==> config.mk <==
export PLATFORM = sky130hd
export DESIGN_NAME = dvfs_state_governor_flat
export DESIGN_NICKNAME = d
export VERILOG_FILES = /design/src/design/dsg_pkg.sv /design/src/design/dsg_in_if.sv /design/src/design/dsg_out_if.sv /design/src/design/dvfs_state_governor.sv /design/src/flat_wrapper.sv
export VERILOG_INCLUDE_DIRS = /design/src /design/src/design
export SDC_FILE = /design/constraint.sdc
export NUM_CORES = 1
export LEC_CHECK = 0
export ABC_AREA = 1
export ABC_CLOCK_PERIOD_IN_PS = 8700
export BUFFER_PORTS_ARGS = -buffer_cell sky130_fd_sc_hd__buf_2
export CAP_MARGIN = 20
export CORE_ASPECT_RATIO = 1.1
export CORE_MARGIN = 4
export CORE_UTILIZATION = 55
export DETAILED_ROUTE_END_ITERATION = 10
export PLACE_DENSITY = 0.79
export SLEW_MARGIN = 20
export SYNTH_ARGS = -nofsm -noshare
export SYNTH_HDL_FRONTEND = slang
export SYNTH_SLANG_ARGS = --single-unit
==> constraint.sdc <==
create_clock -name clk_i -period 8.7 [get_ports clk_i]
set_clock_uncertainty 0.2 [all_clocks]
set_input_delay 1.74 -clock clk_i [delete_from_list [all_inputs] [get_ports clk_i]]
set_output_delay 1.74 -clock clk_i [all_outputs]
set_load 0.01 [all_outputs]
==> src/design/dvfs_state_governor_macros.svh <==
// Assertion helpers for the governor. Both sample on clk_i and are quiet in reset.
`ifndef DVFS_STATE_GOVERNOR_MACROS_SVH
`define DVFS_STATE_GOVERNOR_MACROS_SVH

`ifndef SYNTHESIS
`define DSG_ASSERT(lbl, prop, msg) \
  lbl: assert property (@(posedge clk_i) disable iff (!rst_ni) prop) else $error(msg);
`define DSG_ASSERT_NEVER(lbl, cond, msg) \
  `DSG_ASSERT(lbl, !(cond), msg)
`else
`define DSG_ASSERT(lbl, prop, msg)
`define DSG_ASSERT_NEVER(lbl, cond, msg)
`endif

`endif

==> src/design/dsg_pkg.sv <==
package dsg_pkg;

  localparam int unsigned CMD_W     = 3;
  localparam int unsigned TIME_W    = 64;
  localparam int unsigned TPUT_W    = 32;
  localparam int unsigned CONF_W    = 9;
  localparam int unsigned LEVEL_W   = 2;
  localparam int unsigned HYST_W    = 8;
  localparam int unsigned LOCK_W    = 24;
  localparam int unsigned FRAME_W   = 16;
  localparam int unsigned CFG_IDX_W = 3;
  localparam int unsigned CFG_W     = 32;
  // 255 frames of 16667 us fit in 23 bits
  localparam int unsigned GUARD_W   = 23;

  localparam logic [14:0] FRAME_PERIOD_US = 15'd16667;

  localparam logic [TPUT_W-1:0] HIGH_THR_RST  = 32'd40000;
  localparam logic [TPUT_W-1:0] MID_THR_RST   = 32'd20000;
  localparam logic [CONF_W-1:0] CONF_LOW_RST  = 9'd90;
  localparam logic [CONF_W-1:0] CONF_HIGH_RST = 9'd210;
  localparam logic [HYST_W-1:0] HYST_RST      = 8'd3;
  localparam logic [LOCK_W-1:0] LOCK_US_RST   = 24'd500;
  localparam logic [GUARD_W-1:0] GUARD_RST    = 23'd50001;

  typedef enum logic [CMD_W-1:0] {
    CMD_TIMED   = 3'd0,
    CMD_CONF    = 3'd1,
    CMD_STALL   = 3'd2,
    CMD_FORCE   = 3'd3,
    CMD_RELEASE = 3'd4,
    CMD_FRAME   = 3'd5
  } cmd_e;

  typedef enum logic [CFG_IDX_W-1:0] {
    CFG_HIGH_THR  = 3'd0,
    CFG_MID_THR   = 3'd1,
    CFG_CONF_LOW  = 3'd2,
    CFG_CONF_HIGH = 3'd3,
    CFG_HYST      = 3'd4,
    CFG_LOCK_US   = 3'd5
  } cfg_idx_e;

  localparam logic [LEVEL_W-1:0] LVL_MAX = 2'd0;
  localparam logic [LEVEL_W-1:0] LVL_BAL = 2'd1;
  localparam logic [LEVEL_W-1:0] LVL_EFF = 2'd2;

  typedef struct packed {
    logic [LEVEL_W-1:0] level;
    logic               in_transition;
    logic [LEVEL_W-1:0] pending_level;
    logic               locked;
    logic               changed;
  } res_t;

  function automatic logic [LEVEL_W-1:0] level_for(input logic [TPUT_W-1:0] mbps,
                                                   input logic [TPUT_W-1:0] high_thr,
                                                   input logic [TPUT_W-1:0] mid_thr);
    logic [LEVEL_W-1:0] lvl;
    if (mbps > high_thr) lvl = LVL_MAX;
    else if (mbps > mid_thr) lvl = LVL_BAL;
    else lvl = LVL_EFF;
    return lvl;
  endfunction

endpackage

==> src/design/dsg_in_if.sv <==
interface dsg_in_if;
  logic                         valid;
  logic                         ready;
  logic [dsg_pkg::CMD_W-1:0]    command;
  logic [dsg_pkg::TIME_W-1:0]   time_us;
  logic [dsg_pkg::TPUT_W-1:0]   throughput;
  logic [dsg_pkg::CONF_W-1:0]   confidence_q8;
  logic [dsg_pkg::LEVEL_W-1:0]  target_level;

  modport source (output valid, command, time_us, throughput, confidence_q8, target_level,
                  input ready);
  modport sink (input valid, command, time_us, throughput, confidence_q8, target_level,
                output ready);
endinterface

==> src/design/dsg_out_if.sv <==
interface dsg_out_if;
  logic                         valid;
  logic                         ready;
  logic [dsg_pkg::LEVEL_W-1:0]  level;
  logic                         in_transition;
  logic [dsg_pkg::LEVEL_W-1:0]  pending_level;
  logic                         locked;
  logic                         changed;

  modport source (output valid, level, in_transition, pending_level, locked, changed,
                  input ready);
  modport sink (input valid, level, in_transition, pending_level, locked, changed,
                output ready);
endinterface

==> src/design/dvfs_state_governor.sv <==
// Performance level governor with hysteresis.
// Channels: in_if carries one command word (timed update, confidence update, stall,
// force, release, frame tick) with its time, throughput, confidence and forced level;
// out_if returns one status word per command: level, transition flag, pending level,
// lock flag and whether this command changed the level.
// Configuration: cfg_we_i writes cfg_data_i to register cfg_idx_i; write
// only while no words are in flight.
// Status: each accepted command's word goes to the result register, or to the skid
// register while a result waits. Throughput: one command per cycle if in_if.ready
// is high, via one pass of compares and 64-bit adds into state and result registers.
// The hysteresis time guard is recomputed when its register is written, so the
// multiply stays off the command path.
// Stalls: a two-entry output buffer (result register plus skid register) keeps
// accepting one more command while a result waits; in_if.ready falls only while both
// hold words.
// Reset: level maximum, no window open, unlocked, counters and times zero, registers
// at their defaults, output buffer empty.
`include "dvfs_state_governor_macros.svh"

module dvfs_state_governor (
  input  logic                            clk_i,
  input  logic                            rst_ni,
  input  logic                            cfg_we_i,
  input  logic [dsg_pkg::CFG_IDX_W-1:0]   cfg_idx_i,
  input  logic [dsg_pkg::CFG_W-1:0]       cfg_data_i,
  dsg_in_if.sink                          in_if,
  dsg_out_if.source                       out_if
);
  import dsg_pkg::*;

  // configuration
  logic [TPUT_W-1:0]  high_thr_q, mid_thr_q;
  logic [CONF_W-1:0]  conf_low_q, conf_high_q;
  logic [HYST_W-1:0]  hyst_q;
  logic [LOCK_W-1:0]  lock_us_q;
  logic [GUARD_W-1:0] guard_q;

  // governor state
  logic               trans_q, trans_d;
  logic [LEVEL_W-1:0] cur_q, cur_d;
  logic [LEVEL_W-1:0] next_q, next_d;
  logic               plock_q, plock_d;
  logic [TIME_W-1:0]  win_end_q, win_end_d;
  logic [TIME_W-1:0]  last_sw_q, last_sw_d;
  logic [FRAME_W-1:0] frames_q, frames_d;

  // output buffer
  logic main_v_q, skid_v_q;
  res_t main_q, skid_q, res_d;

  logic accept, pop;
  logic [LEVEL_W-1:0] want_tp, want_conf;
  logic enough_frames, window_done, guard_ok;
  logic [TIME_W-1:0] since_sw;
  logic acc_stall, acc_conf_locked;

  assign in_if.ready = !skid_v_q;
  assign accept      = in_if.valid && in_if.ready;
  assign pop         = main_v_q && out_if.ready;

  assign want_tp       = level_for(in_if.throughput, high_thr_q, mid_thr_q);
  assign want_conf     = (in_if.confidence_q8 >= conf_high_q) ? want_tp : LVL_BAL;
  assign enough_frames = frames_q > {{(FRAME_W-HYST_W){1'b0}}, hyst_q};
  assign window_done   = in_if.time_us >= win_end_q;
  assign since_sw      = in_if.time_us - last_sw_q;
  assign guard_ok      = since_sw > {{(TIME_W-GUARD_W){1'b0}}, guard_q};

  always_comb begin
    trans_d   = trans_q;
    cur_d     = cur_q;
    next_d    = next_q;
    plock_d   = plock_q;
    win_end_d = win_end_q;
    last_sw_d = last_sw_q;
    frames_d  = frames_q;
    unique case (in_if.command)
      CMD_TIMED: begin
        if (trans_q) begin
          if (window_done) begin
            cur_d     = next_q;
            trans_d   = 1'b0;
            last_sw_d = win_end_q;
            frames_d  = '0;
          end
        end else if (!plock_q) begin
          if (want_tp != cur_q && enough_frames && guard_ok) begin
            trans_d   = 1'b1;
            win_end_d = in_if.time_us + {{(TIME_W-LOCK_W){1'b0}}, lock_us_q};
            next_d    = want_tp;
          end
        end
      end
      CMD_CONF: begin
        if (in_if.confidence_q8 >= conf_low_q && !plock_q
            && want_conf != cur_q && enough_frames) begin
          cur_d    = want_conf;
          frames_d = '0;
        end
      end
      CMD_STALL: begin
        trans_d  = 1'b0;
        cur_d    = LVL_MAX;
        frames_d = '0;
      end
      CMD_FORCE: begin
        plock_d  = 1'b1;
        // a forced level of 3 saturates to efficient
        cur_d    = (in_if.target_level > LVL_EFF) ? LVL_EFF : in_if.target_level;
        frames_d = '0;
      end
      CMD_RELEASE: plock_d = 1'b0;
      CMD_FRAME: begin
        if (frames_q != {FRAME_W{1'b1}}) frames_d = frames_q + FRAME_W'(1);
      end
      default: ;
    endcase
  end

  always_comb begin
    res_d.level         = cur_d;
    res_d.in_transition = trans_d;
    res_d.pending_level = next_d;
    res_d.locked        = plock_d;
    res_d.changed       = cur_d != cur_q;
  end

  always_ff @(posedge clk_i or negedge rst_ni) begin
    if (!rst_ni) begin
      high_thr_q  <= HIGH_THR_RST;
      mid_thr_q   <= MID_THR_RST;
      conf_low_q  <= CONF_LOW_RST;
      conf_high_q <= CONF_HIGH_RST;
      hyst_q      <= HYST_RST;
      lock_us_q   <= LOCK_US_RST;
      guard_q     <= GUARD_RST;
    end else if (cfg_we_i) begin
      unique case (cfg_idx_i)
        CFG_HIGH_THR:  high_thr_q  <= cfg_data_i;
        CFG_MID_THR:   mid_thr_q   <= cfg_data_i;
        CFG_CONF_LOW:  conf_low_q  <= cfg_data_i[CONF_W-1:0];
        CFG_CONF_HIGH: conf_high_q <= cfg_data_i[CONF_W-1:0];
        CFG_HYST: begin
          hyst_q  <= cfg_data_i[HYST_W-1:0];
          guard_q <= GUARD_W'(cfg_data_i[HYST_W-1:0]) * GUARD_W'(FRAME_PERIOD_US);
        end
        CFG_LOCK_US:   lock_us_q   <= cfg_data_i[LOCK_W-1:0];
        default: ;
      endcase
    end
  end

  always_ff @(posedge clk_i or negedge rst_ni) begin
    if (!rst_ni) begin
      trans_q   <= 1'b0;
      cur_q     <= LVL_MAX;
      next_q    <= LVL_MAX;
      plock_q   <= 1'b0;
      win_end_q <= '0;
      last_sw_q <= '0;
      frames_q  <= '0;
    end else if (accept) begin
      trans_q   <= trans_d;
      cur_q     <= cur_d;
      next_q    <= next_d;
      plock_q   <= plock_d;
      win_end_q <= win_end_d;
      last_sw_q <= last_sw_d;
      frames_q  <= frames_d;
    end
  end

  always_ff @(posedge clk_i or negedge rst_ni) begin
    if (!rst_ni) begin
      main_v_q <= 1'b0;
      skid_v_q <= 1'b0;
    end else if (pop) begin
      if (skid_v_q) begin
        skid_v_q <= 1'b0;
      end else if (!accept) begin
        main_v_q <= 1'b0;
      end
    end else if (accept) begin
      if (main_v_q) skid_v_q <= 1'b1;
      else main_v_q <= 1'b1;
    end
  end

  // payload of the buffer, no reset
  always_ff @(posedge clk_i) begin
    if (pop) begin
      if (skid_v_q) main_q <= skid_q;
      else if (accept) main_q <= res_d;
    end else if (accept) begin
      if (main_v_q) skid_q <= res_d;
      else main_q <= res_d;
    end
  end

  assign out_if.valid         = main_v_q;
  assign out_if.level         = main_q.level;
  assign out_if.in_transition = main_q.in_transition;
  assign out_if.pending_level = main_q.pending_level;
  assign out_if.locked        = main_q.locked;
  assign out_if.changed       = main_q.changed;

  assign acc_stall       = accept && in_if.command == CMD_STALL;
  assign acc_conf_locked = accept && plock_q && in_if.command == CMD_CONF;

  `DSG_ASSERT_NEVER(a_skid_without_main, skid_v_q && !main_v_q, "skid word without result word")
  `DSG_ASSERT_NEVER(a_level_range, cur_q == 2'd3, "current level out of range")
  `DSG_ASSERT(a_stall_closes, acc_stall |=> !trans_q && cur_q == LVL_MAX, "stall left window")
  `DSG_ASSERT(a_lock_holds, acc_conf_locked |=> $stable(cur_q), "locked level moved")

endmodule

==> src/flat_wrapper.sv <==
// flat-port wrapper written by rule: the top's interface ports become plain ports
module dvfs_state_governor_flat import dsg_pkg::*;
  (clk_i, rst_ni, cfg_we_i, cfg_idx_i, cfg_data_i, in_if_valid, in_if_command, in_if_time_us, in_if_throughput, in_if_confidence_q8, in_if_target_level, in_if_ready, out_if_valid, out_if_level, out_if_in_transition, out_if_pending_level, out_if_locked, out_if_changed, out_if_ready);
  dsg_in_if in_if_i ();
  dsg_out_if out_if_i ();
  input  logic clk_i;
  input  logic rst_ni;
  input  logic cfg_we_i;
  input  logic [dsg_pkg::CFG_IDX_W-1:0] cfg_idx_i;
  input  logic [dsg_pkg::CFG_W-1:0] cfg_data_i;
  input wire logic [$bits(in_if_i.valid)-1:0] in_if_valid;
  input wire logic [$bits(in_if_i.command)-1:0] in_if_command;
  input wire logic [$bits(in_if_i.time_us)-1:0] in_if_time_us;
  input wire logic [$bits(in_if_i.throughput)-1:0] in_if_throughput;
  input wire logic [$bits(in_if_i.confidence_q8)-1:0] in_if_confidence_q8;
  input wire logic [$bits(in_if_i.target_level)-1:0] in_if_target_level;
  output wire logic [$bits(in_if_i.ready)-1:0] in_if_ready;
  output wire logic [$bits(out_if_i.valid)-1:0] out_if_valid;
  output wire logic [$bits(out_if_i.level)-1:0] out_if_level;
  output wire logic [$bits(out_if_i.in_transition)-1:0] out_if_in_transition;
  output wire logic [$bits(out_if_i.pending_level)-1:0] out_if_pending_level;
  output wire logic [$bits(out_if_i.locked)-1:0] out_if_locked;
  output wire logic [$bits(out_if_i.changed)-1:0] out_if_changed;
  input wire logic [$bits(out_if_i.ready)-1:0] out_if_ready;
  assign in_if_i.valid = in_if_valid;
  assign in_if_i.command = in_if_command;
  assign in_if_i.time_us = in_if_time_us;
  assign in_if_i.throughput = in_if_throughput;
  assign in_if_i.confidence_q8 = in_if_confidence_q8;
  assign in_if_i.target_level = in_if_target_level;
  assign in_if_ready = in_if_i.ready;
  assign out_if_valid = out_if_i.valid;
  assign out_if_level = out_if_i.level;
  assign out_if_in_transition = out_if_i.in_transition;
  assign out_if_pending_level = out_if_i.pending_level;
  assign out_if_locked = out_if_i.locked;
  assign out_if_changed = out_if_i.changed;
  assign out_if_i.ready = out_if_ready;
  dvfs_state_governor u_core (.clk_i(clk_i), .rst_ni(rst_ni), .cfg_we_i(cfg_we_i), .cfg_idx_i(cfg_idx_i), .cfg_data_i(cfg_data_i), .in_if(in_if_i), .out_if(out_if_i));
endmodule
==> summary.txt, run 1 <==
Status
  • Status: completed

Clocking
  • Clock Latency Late Sink: 0.57 ns
  • H-tree depth: 2
  • Clock Path Buffers: 3
  • CTS root buffer: clkbuf_16
  • CTS tree: built
  • Clock transition at path regs: 0.06 ns
  • Hold_buf cts: 0
  • CTS Sinks: 302
  • Post-cts resize count: 0
  • Setup bufs post-CTS: 0
  • Total CTS buffers: 37

Run
  • Max-Cap Viols: 0

Drt
  • Drt wl/cell: 16.7 um
  • Pre-Repair DR Iteration Count: 6
  • Via-to-Cell Ratio: 5.38
  • Routed via count: 24100
  • Post-route DRC: 0
  • Total Wirelength: 74.7 mm
  • Iter 0 DRT Violations: 1917
  • Post-route ant nets: 0

GRT
  • Largest net degree at the start of global routing: 106
  • Met2 usage in global routing: 50.0%
  • Initial antenna violation count: 6
  • Total congestion overflow: 0
  • Vias in the first global route: 23200
  • Layer with the highest usage: met2
  • All-Layer GR Usage: 29.1%
  • First-pass GRT wire length: 120 mm
  • Grt met1 use: 36.5%
  • GR Layer Usage met3: 4.36%

Place
  • Area post-placement: 27100 sq um
  • DP Wirelength: 60.3 mm
  • PortBufs: 158
  • Gpl congestion: 1.01

Timing
  • Fmax: 0.163 GHz
  • Post-route clock period utilization: 70.6%
  • Final setup TNS: 0 ns
  • RSZ-0062 raised after global routing: no
  • Worst slew pin tran: 0.993 ns
  • Final setup vio count: 0
  • Fin crit period: 6.15 ns
  • Fin. Hold Viols: 0
  • Rel. slew slack: 33.2%
  • Final hold slack: 0.276 ns
  • Slew Limit Fails: 0

Layout
  • Fin nets: 4330
  • Commonest non-fill, non-tap cell in the layout: nand2_1
  • Share of layout cells above drive strength 1: 9.15%
  • Most frequent cells in the layout: 1041 x nand2_1, 665 x inv_1, 314 x ha_1
  • Post-route cell area: 28400 sq um
  • Area Growth Syn to Fin: 10.1%
  • # fillers: 4361
  • Final core occ: 61.1%

Synthesis
  • Post-Syn Area: 25800 sq um
  • Count of state elements after synthesis: 302
  • Syn. warnings: 0
  • Mapped Nets: 4180
  • Ys flop type: dfrtp_1
  • Syn Area/Cell: 6.98 sq um
  • Number of enable-type register cells in the synthesized netlist: 14
  • Distinct cells, synth: 55
  • Mapped Cells: 3702
  • Sequential share of the synthesized area: 29.7%
  • FFs w/ async S/R, synth: 95.4%

Worst hold path
  • Hold Crit Class: reg -> reg

Floorplan
  • Die Y: 235 um
  • Initial core utilization: 55.5%
  • Core ar.: 46500 sq um
  • Rows: 83
  • Die X: 215 um
  • I/O Pins: 159
  • Die area: 50500 sq um

Worst setup path
  • Startpoint types: input pin
  • Kind of critical path: in -> reg
  • Crit Path Max Fanout: 70
  • CP endpoint kind: flop
  • CP required: 9.00 ns
  • Crit path DAT: 6.44 ns

Power
  • Power density over the cells: 172 nW/um^2
  • Leakage power: 14.6 nW
  • Max IR drop VDD: 0.159 mV
-- final cells by class --
cell class	count	area [sq um]	share of cell area [%]
Multi-Input combinational cell	2668	15300	53.9
Sequential cell	302	7670	27.0
Clock buffer	51	1050	3.69
Antenna cell	4	10.0	0.0352
Timing Repair Buffer	168	901	3.17
Tap cell	595	744	2.62
Clock inverter	17	221	0.778
Inverter	675	2530	8.91
-- flip-flops by register name (all words and copies together), names as in the netlist, 2 cells and up --
register and count:
u_core.last_sw_q 64, u_core.hyst_q 7, u_core.lock_us_q 24, u_core.conf_low_q 9, u_core.out_if.pending_level 2, u_core.win_end_q 64
u_core.guard_q 23, u_core.high_thr_q 32, u_core.out_if.level 2, u_core.cur_q 2, u_core.conf_high_q 9, u_core.skid_q 7
u_core.next_q 2, u_core.mid_thr_q 32, u_core.frames_q 16
-- logic make-up (layout without fill, tap and decap cells) --
kind of cell | after synthesis | count (layout) | synth area share (%)
compound gates | 619 | 619 | 13.2
xor+xnor | 116 | 116 | 3.93
fa+ha+maj | 328 | 328 | 16.3
buf+inv | 732 | 911 | 11.1
flops | 302 | 302 | 29.7
mux | 1 | 1 | 0.0436
other cells | 0 | 4 | 0
simple gates | 1604 | 1604 | 25.8
-- layer usage --
layer | share of wire, % | wire length, um | up-vias
li1 | - | - | 12200
met1 | 42 | 31200 | 11100
met2 | 48 | 35800 | 723
met3 | 5.6 | 4200 | 190
met4 | 4.6 | 3460 | 4
met5 | 0.027 | 20 | -
-- final timing paths --
path	cells past startpoint	endpoint	slack, ns	startpoint
max	27	u_core.win_end_q[60]	2.55	in_if_time_us[0]
min	2	u_core.win_end_q[49]	0.28	u_core.win_end_q[49]
max reg2reg	25	u_core.win_end_q[60]	3.57	u_core.last_sw_q[0]
min reg2reg	2	u_core.win_end_q[49]	0.28	u_core.win_end_q[49]
max in group asynchronous	2	u_core.high_thr_q[22]	5.87	rst_ni
min in group asynchronous	1	u_core.frames_q[10]	0.99	rst_ni
-- Yosys cell counts, types with 16 or more instances --
library cell	number	area, sq um
nand2_1	1043	3920
inv_1	665	2500
ha_1	314	3930
o21ai_0	287	1440
dfrtp_1	256	6410
nor2_1	238	893
a21oi_1	203	1020
nand3_1	123	616
xor2_1	85	744
nor3_1	58	290
nand4_1	56	350
clkbuf_1	41	154
dfstp_2	32	841
nand2_2	32	200
o21ai_2	31	272
xnor2_1	31	272
o21ai_1	20	100
nor4_1	16	100
-- power breakdown --
part	total [W]	leakage, nW	internal, W	switching (W)
sequential	0.00174	3.88	0.00164	0.000106
combinational	0.00155	10.1	0.000566	0.000979
clock	0.00161	0.619	0.000972	0.000636
total	0.00489	14.6	0.00317	0.00172
-- critical path: stages --
cell and delay [ns]:
buf_2 0.12, inv_1 0.08, ha_1 0.14, inv_1 0.10, fa_1 0.45, nand3_1 0.15, nand3_2 0.12, nand2_1 0.08
nand2_1 0.12, nand2_1 0.10, nand3_1 0.11, xor2_1 0.17, ha_1 0.28, nand2_1 0.06, inv_1 0.06, nand3_1 0.08
nor3_1 0.21, a21oi_1 0.10, o21ai_0 0.08, nand2_1 0.07, nand3_1 0.07, nand2_1 0.11, nand3_2 0.15, nand3_4 0.61
inv_1 0.80, nand2_1 0.14, nand2_1 0.09
-- metrics by stage --
stage | setup slack, ns | instances | total power [W]
2_1_floorplan | 3.10 | 3702 | 0.00281
3_3_place_gp | 2.14 | 4407 | 0.00324
3_5_place_dp | 2.03 | 4407 | 0.00328
4_1_cts | 2.57 | 4475 | 0.00492
5_1_grt | 2.13 | 4479 | 0.00524
6_report | 2.55 | 4480 | 0.00489
No activity file was read; power rests on OpenSTA's default activity.
==> run 2: changes to the inputs <==
--- a/config.mk
+++ b/config.mk
@@ -6,8 +6,8 @@
 export SDC_FILE = /design/constraint.sdc
 export NUM_CORES = 1
 export LEC_CHECK = 0
-export ABC_AREA = 1
-export ABC_CLOCK_PERIOD_IN_PS = 8700
+export ABC_AREA = 0
+export ABC_CLOCK_PERIOD_IN_PS = 6300
 export BUFFER_PORTS_ARGS = -buffer_cell sky130_fd_sc_hd__buf_2
 export CAP_MARGIN = 20
 export CORE_ASPECT_RATIO = 1.1
==> constraint.sdc (replaced) <==
create_clock -name clk_i -period 6.3 [get_ports clk_i]
set_clock_uncertainty 0.2 [all_clocks]
set_input_delay 1.26 -clock clk_i [delete_from_list [all_inputs] [get_ports clk_i]]
set_output_delay 1.26 -clock clk_i [all_outputs]
set_load 0.01 [all_outputs]
==> summary.txt, run 2 <==
Synthesis
  • FFs w/ async S/R, synth: 95.4% (unchanged)
  • Count of state elements after synthesis: 302 (unchanged)
  • Post-Syn Area: 24000 sq um (was 25800 sq um)
  • Syn Area/Cell: 8.59 sq um (was 6.98 sq um)
  • Mapped Cells: 2799 (was 3702)
  • Synth area leaders: dfrtp_1 27%, ha_1 16%, o21ai_0 5.7% (was dfrtp_1 25%, ha_1 15%, nand2_1 15%)
  • Sequential share of the synthesized area: 31.9% (was 29.7%)
  • Mapped Nets: 3277 (was 4180)
  • Syn. warnings: 0 (unchanged)
  • Yosys top cell by area: dfrtp_1 (unchanged)
  • Distinct cells, synth: 86 (was 55)
  • Count leader, synth: nand2_1 (unchanged)
  • Ys flop type: dfrtp_1 (unchanged)
  • Top cells by count, synth: 316 x nand2_1, 314 x ha_1, 310 x inv_1 (was 1043 x nand2_1, 665 x inv_1, 314 x ha_1)
  • Yosys top cell area share: 26.6% (was 24.8%)
  • Number of enable-type register cells in the synthesized netlist: 14 (unchanged)

Drt
  • Post-route ant nets: 0 (unchanged)
  • Via-to-Cell Ratio: 6.04 (was 5.38)
  • Pre-Repair DR Iteration Count: 5 (was 6)
  • Routed via count: 21700 (was 24100)
  • Drt wl/cell: 20.0 um (was 16.7 um)
  • Post-route DRC: 0 (unchanged)
  • Total Wirelength: 71.9 mm (was 74.7 mm)
  • Iter 0 DRT Violations: 1397 (was 1917)

Floorplan
  • Rows: 80 (was 83)
  • Die area: 47100 sq um (was 50500 sq um)
  • Core ar.: 43300 sq um (was 46500 sq um)
  • Die X: 207 um (was 215 um)
  • Initial core utilization: 55.5% (about the same)
  • I/O Pins: 159 (unchanged)
  • Die Y: 227 um (was 235 um)

Worst setup path
  • CP startpoint: in_if_time_us[0] (unchanged)
  • CP required: 6.55 ns (was 9.00 ns)
  • Critical path's largest stage delay: 0.38 ns (was 0.80 ns)
  • CP endpoint kind: flop (unchanged)
  • CP max-delay cell: fa_1 (was inv_1)
  • Kind of critical path: in -> reg (unchanged)
  • RR Endpoint: u_core.win_end_q[40] (was u_core.win_end_q[60])
  • CP dominant cell by count: buf_4 (was nand2_1)
  • Crit path DAT: 6.13 ns (was 6.44 ns)
  • Worst Path Buf+Inv: 7 (was 5)
  • Worst R2R Setup Slack: 0.99 ns (was 3.57 ns)
  • Length in cells of the worst reg-to-reg path: 25 (unchanged)
  • Startpoint types: input pin (unchanged)
  • RR Startpoint: u_core.last_sw_q[0] (unchanged)
  • Crit Path Max Fanout: 15 (was 70)
  • Delay-heaviest family, CP: simple AND/OR/NAND/NOR gates (unchanged)

Worst hold path
  • HP Start: u_core.last_sw_q[58] (was u_core.win_end_q[49])
  • Hold path depth: 2 (unchanged)
  • Hold path endpoint: u_core.last_sw_q[58] (was u_core.win_end_q[49])
  • Hold Crit Class: reg -> reg (unchanged)

Layout
  • Fin nets: 3467 (was 4330)
  • Biggest registers after layout: u_core.last_sw_q (64), u_core.win_end_q (64) (unchanged)
  • Most frequent cells in the layout: 315 x nand2_1, 314 x ha_1, 310 x inv_1 (was 1041 x nand2_1, 665 x inv_1, 314 x ha_1)
  • # fillers: 3625 (was 4361)
  • Area Growth Syn to Fin: 12.6% (was 10.1%)
  • Commonest non-fill, non-tap cell in the layout: nand2_1 (unchanged)
  • Share of layout cells above drive strength 1: 13.3% (was 9.15%)

Power
  • Sequential power share: 36.4% (was 35.6%)
  • Leakage power: 12.7 nW (was 14.6 nW)
  • Clk pwr share: 30.9% (was 32.9%)
  • Max IR drop VDD: 0.291 mV (was 0.159 mV)
  • Power density over the cells: 244 nW/um^2 (was 172 nW/um^2)
  • Combinational fraction of design power: 32.7% (was 31.6%)
  • Switch Pwr: 0.00230 W (was 0.00172 W)
  • Design Power: 0.00661 W (was 0.00489 W)
  • Internal power: 0.00432 W (was 0.00317 W)
  • Sw frac: 34.7% (was 35.2%)

GRT
  • Total congestion overflow: 0 (unchanged)
  • Initial antenna violation count: 13 (was 6)
  • Largest net degree at the start of global routing: 123 (was 106)
  • All-Layer GR Usage: 30.0% (was 29.1%)
  • First-pass GRT wire length: 115 mm (was 120 mm)
  • Vias in the first global route: 22000 (was 23200)

Timing
  • Final hold slack: 0.279 ns (was 0.276 ns)
  • Fmax: 0.170 GHz
  • Fin. Hold Viols: 0 (unchanged)
  • Post-route clock period utilization: 93.4%
  • Worst slew pin tran: 0.902 ns (was 0.993 ns)
  • Fin crit period: 5.89 ns
  • Slew Limit Fails: 0 (unchanged)
  • Rel. slew slack: 39.9% (was 33.2%)
  • RSZ-0062 raised after global routing: no (unchanged)
  • Final setup vio count: 0 (unchanged)

Clocking
  • Clock transition at path regs: 0.05 ns (was 0.06 ns)
  • Clock Path Buffers: 3 (unchanged)
  • Total CTS buffers: 35 (was 37)
  • Setup bufs post-CTS: 0 (unchanged)
  • CTS root buffer: clkbuf_16 (unchanged)
  • H-tree depth: 2 (unchanged)
  • CTS Sinks: 302 (unchanged)
  • Post-cts resize count: 0 (unchanged)
  • Hold_buf cts: 0 (unchanged)
  • CTS tree: built (unchanged)
  • Clock Latency Late Sink: 0.55 ns (was 0.57 ns)

Place
  • PortBufs: 158 (unchanged)
  • Gpl congestion: 0.991 (was 1.01)
  • DP Wirelength: 57.4 mm (was 60.3 mm)

Run
  • Max-Cap Viols: 0 (unchanged)

Status
  • Status: completed (unchanged)
==> run 2: changes by cell type after synthesis, moves of 31 or more <==
cell      previous run  this run
inv_1              665       310
a21o_1               6        84
clkbuf_1            41        75
nand2_1           1043       316
nor2_1             238       109
mux2_2               1        33
mux2i_1              0        64
and3_1               2        37
nand3_1            123        73
nand2_2             32         1
==> run 2: through the flow <==
step                      cell area [sq um]  setup TNS [ns]  util (%)  setup slack [ns]  instances
final                                 27100               0      62.5             0.414       3591
after detailed placement              25900           -4.31      59.8            -0.137       3526
after CTS                             27100               0      62.5             0.406       3588
after global routing                  27100               0      62.5            0.0238       3589
after floorplan                       24000               0         -             0.679       2799
after global placement                25900               0      59.8             0.109       3526
==> run 2: logic make-up after synthesis <==
logic type / synth area share, %
compound gates: 20.1
xor+xnor: 3.90
fa+ha+maj: 17.5
buf+inv: 6.50
flops: 31.9
mux: 4.72
simple gates: 15.4
==> run 2: routing by layer <==
metal  vias to the layer above  GRT usage [%]  wire length, um
li1                      10300              -                -
met1                     10400           34.7            28100
met2                       712           53.5            35300
met3                       221           5.47             3950
met4                        18           15.7             4430
met5                         -              0              116
==> run 2: worst min-delay path, stage by stage, from the launching register on <==
cell and delay [ns]:
dfrtp_1 0.34, nand2_1 0.04, o21ai_0 0.06
==> run 2: final cells by class <==
type | instances | area, sq um | area share [%]
diodes | 3 | 7.51 | 0.0277
multi-input cells | 2096 | 14800 | 54.8
clock buffers | 44 | 950 | 3.51
flip-flops and latches | 302 | 7670 | 28.3
well taps | 574 | 718 | 2.65
clock inverters | 18 | 213 | 0.785
inverters | 310 | 1160 | 4.30
repair buffers | 244 | 1520 | 5.62
==> run 2: how the worst max path moves through the flow <==
stage,end,slack (ns),depth (start not counted)
floorplan,u_core.win_end_q[44],0.68,24
global placement,u_core.win_end_q[60],0.11,27
detailed placement,u_core.win_end_q[40],-0.14,27
CTS,u_core.win_end_q[40],0.41,27
global route,u_core.win_end_q[40],0.02,27
finish,u_core.win_end_q[40],0.41,27
==> run 2: power groups by stage <==
stage / clock (W) / sequential (W) / combinational [W]
final: 0.00204 / 0.00241 / 0.00216
after global placement: 0 / 0.00243 / 0.00203
after detailed placement: 0 / 0.00244 / 0.00213
after floorplan: 0 / 0.00239 / 0.00146
after CTS: 0.00208 / 0.00241 / 0.00215
after global routing: 0.00217 / 0.00244 / 0.00242
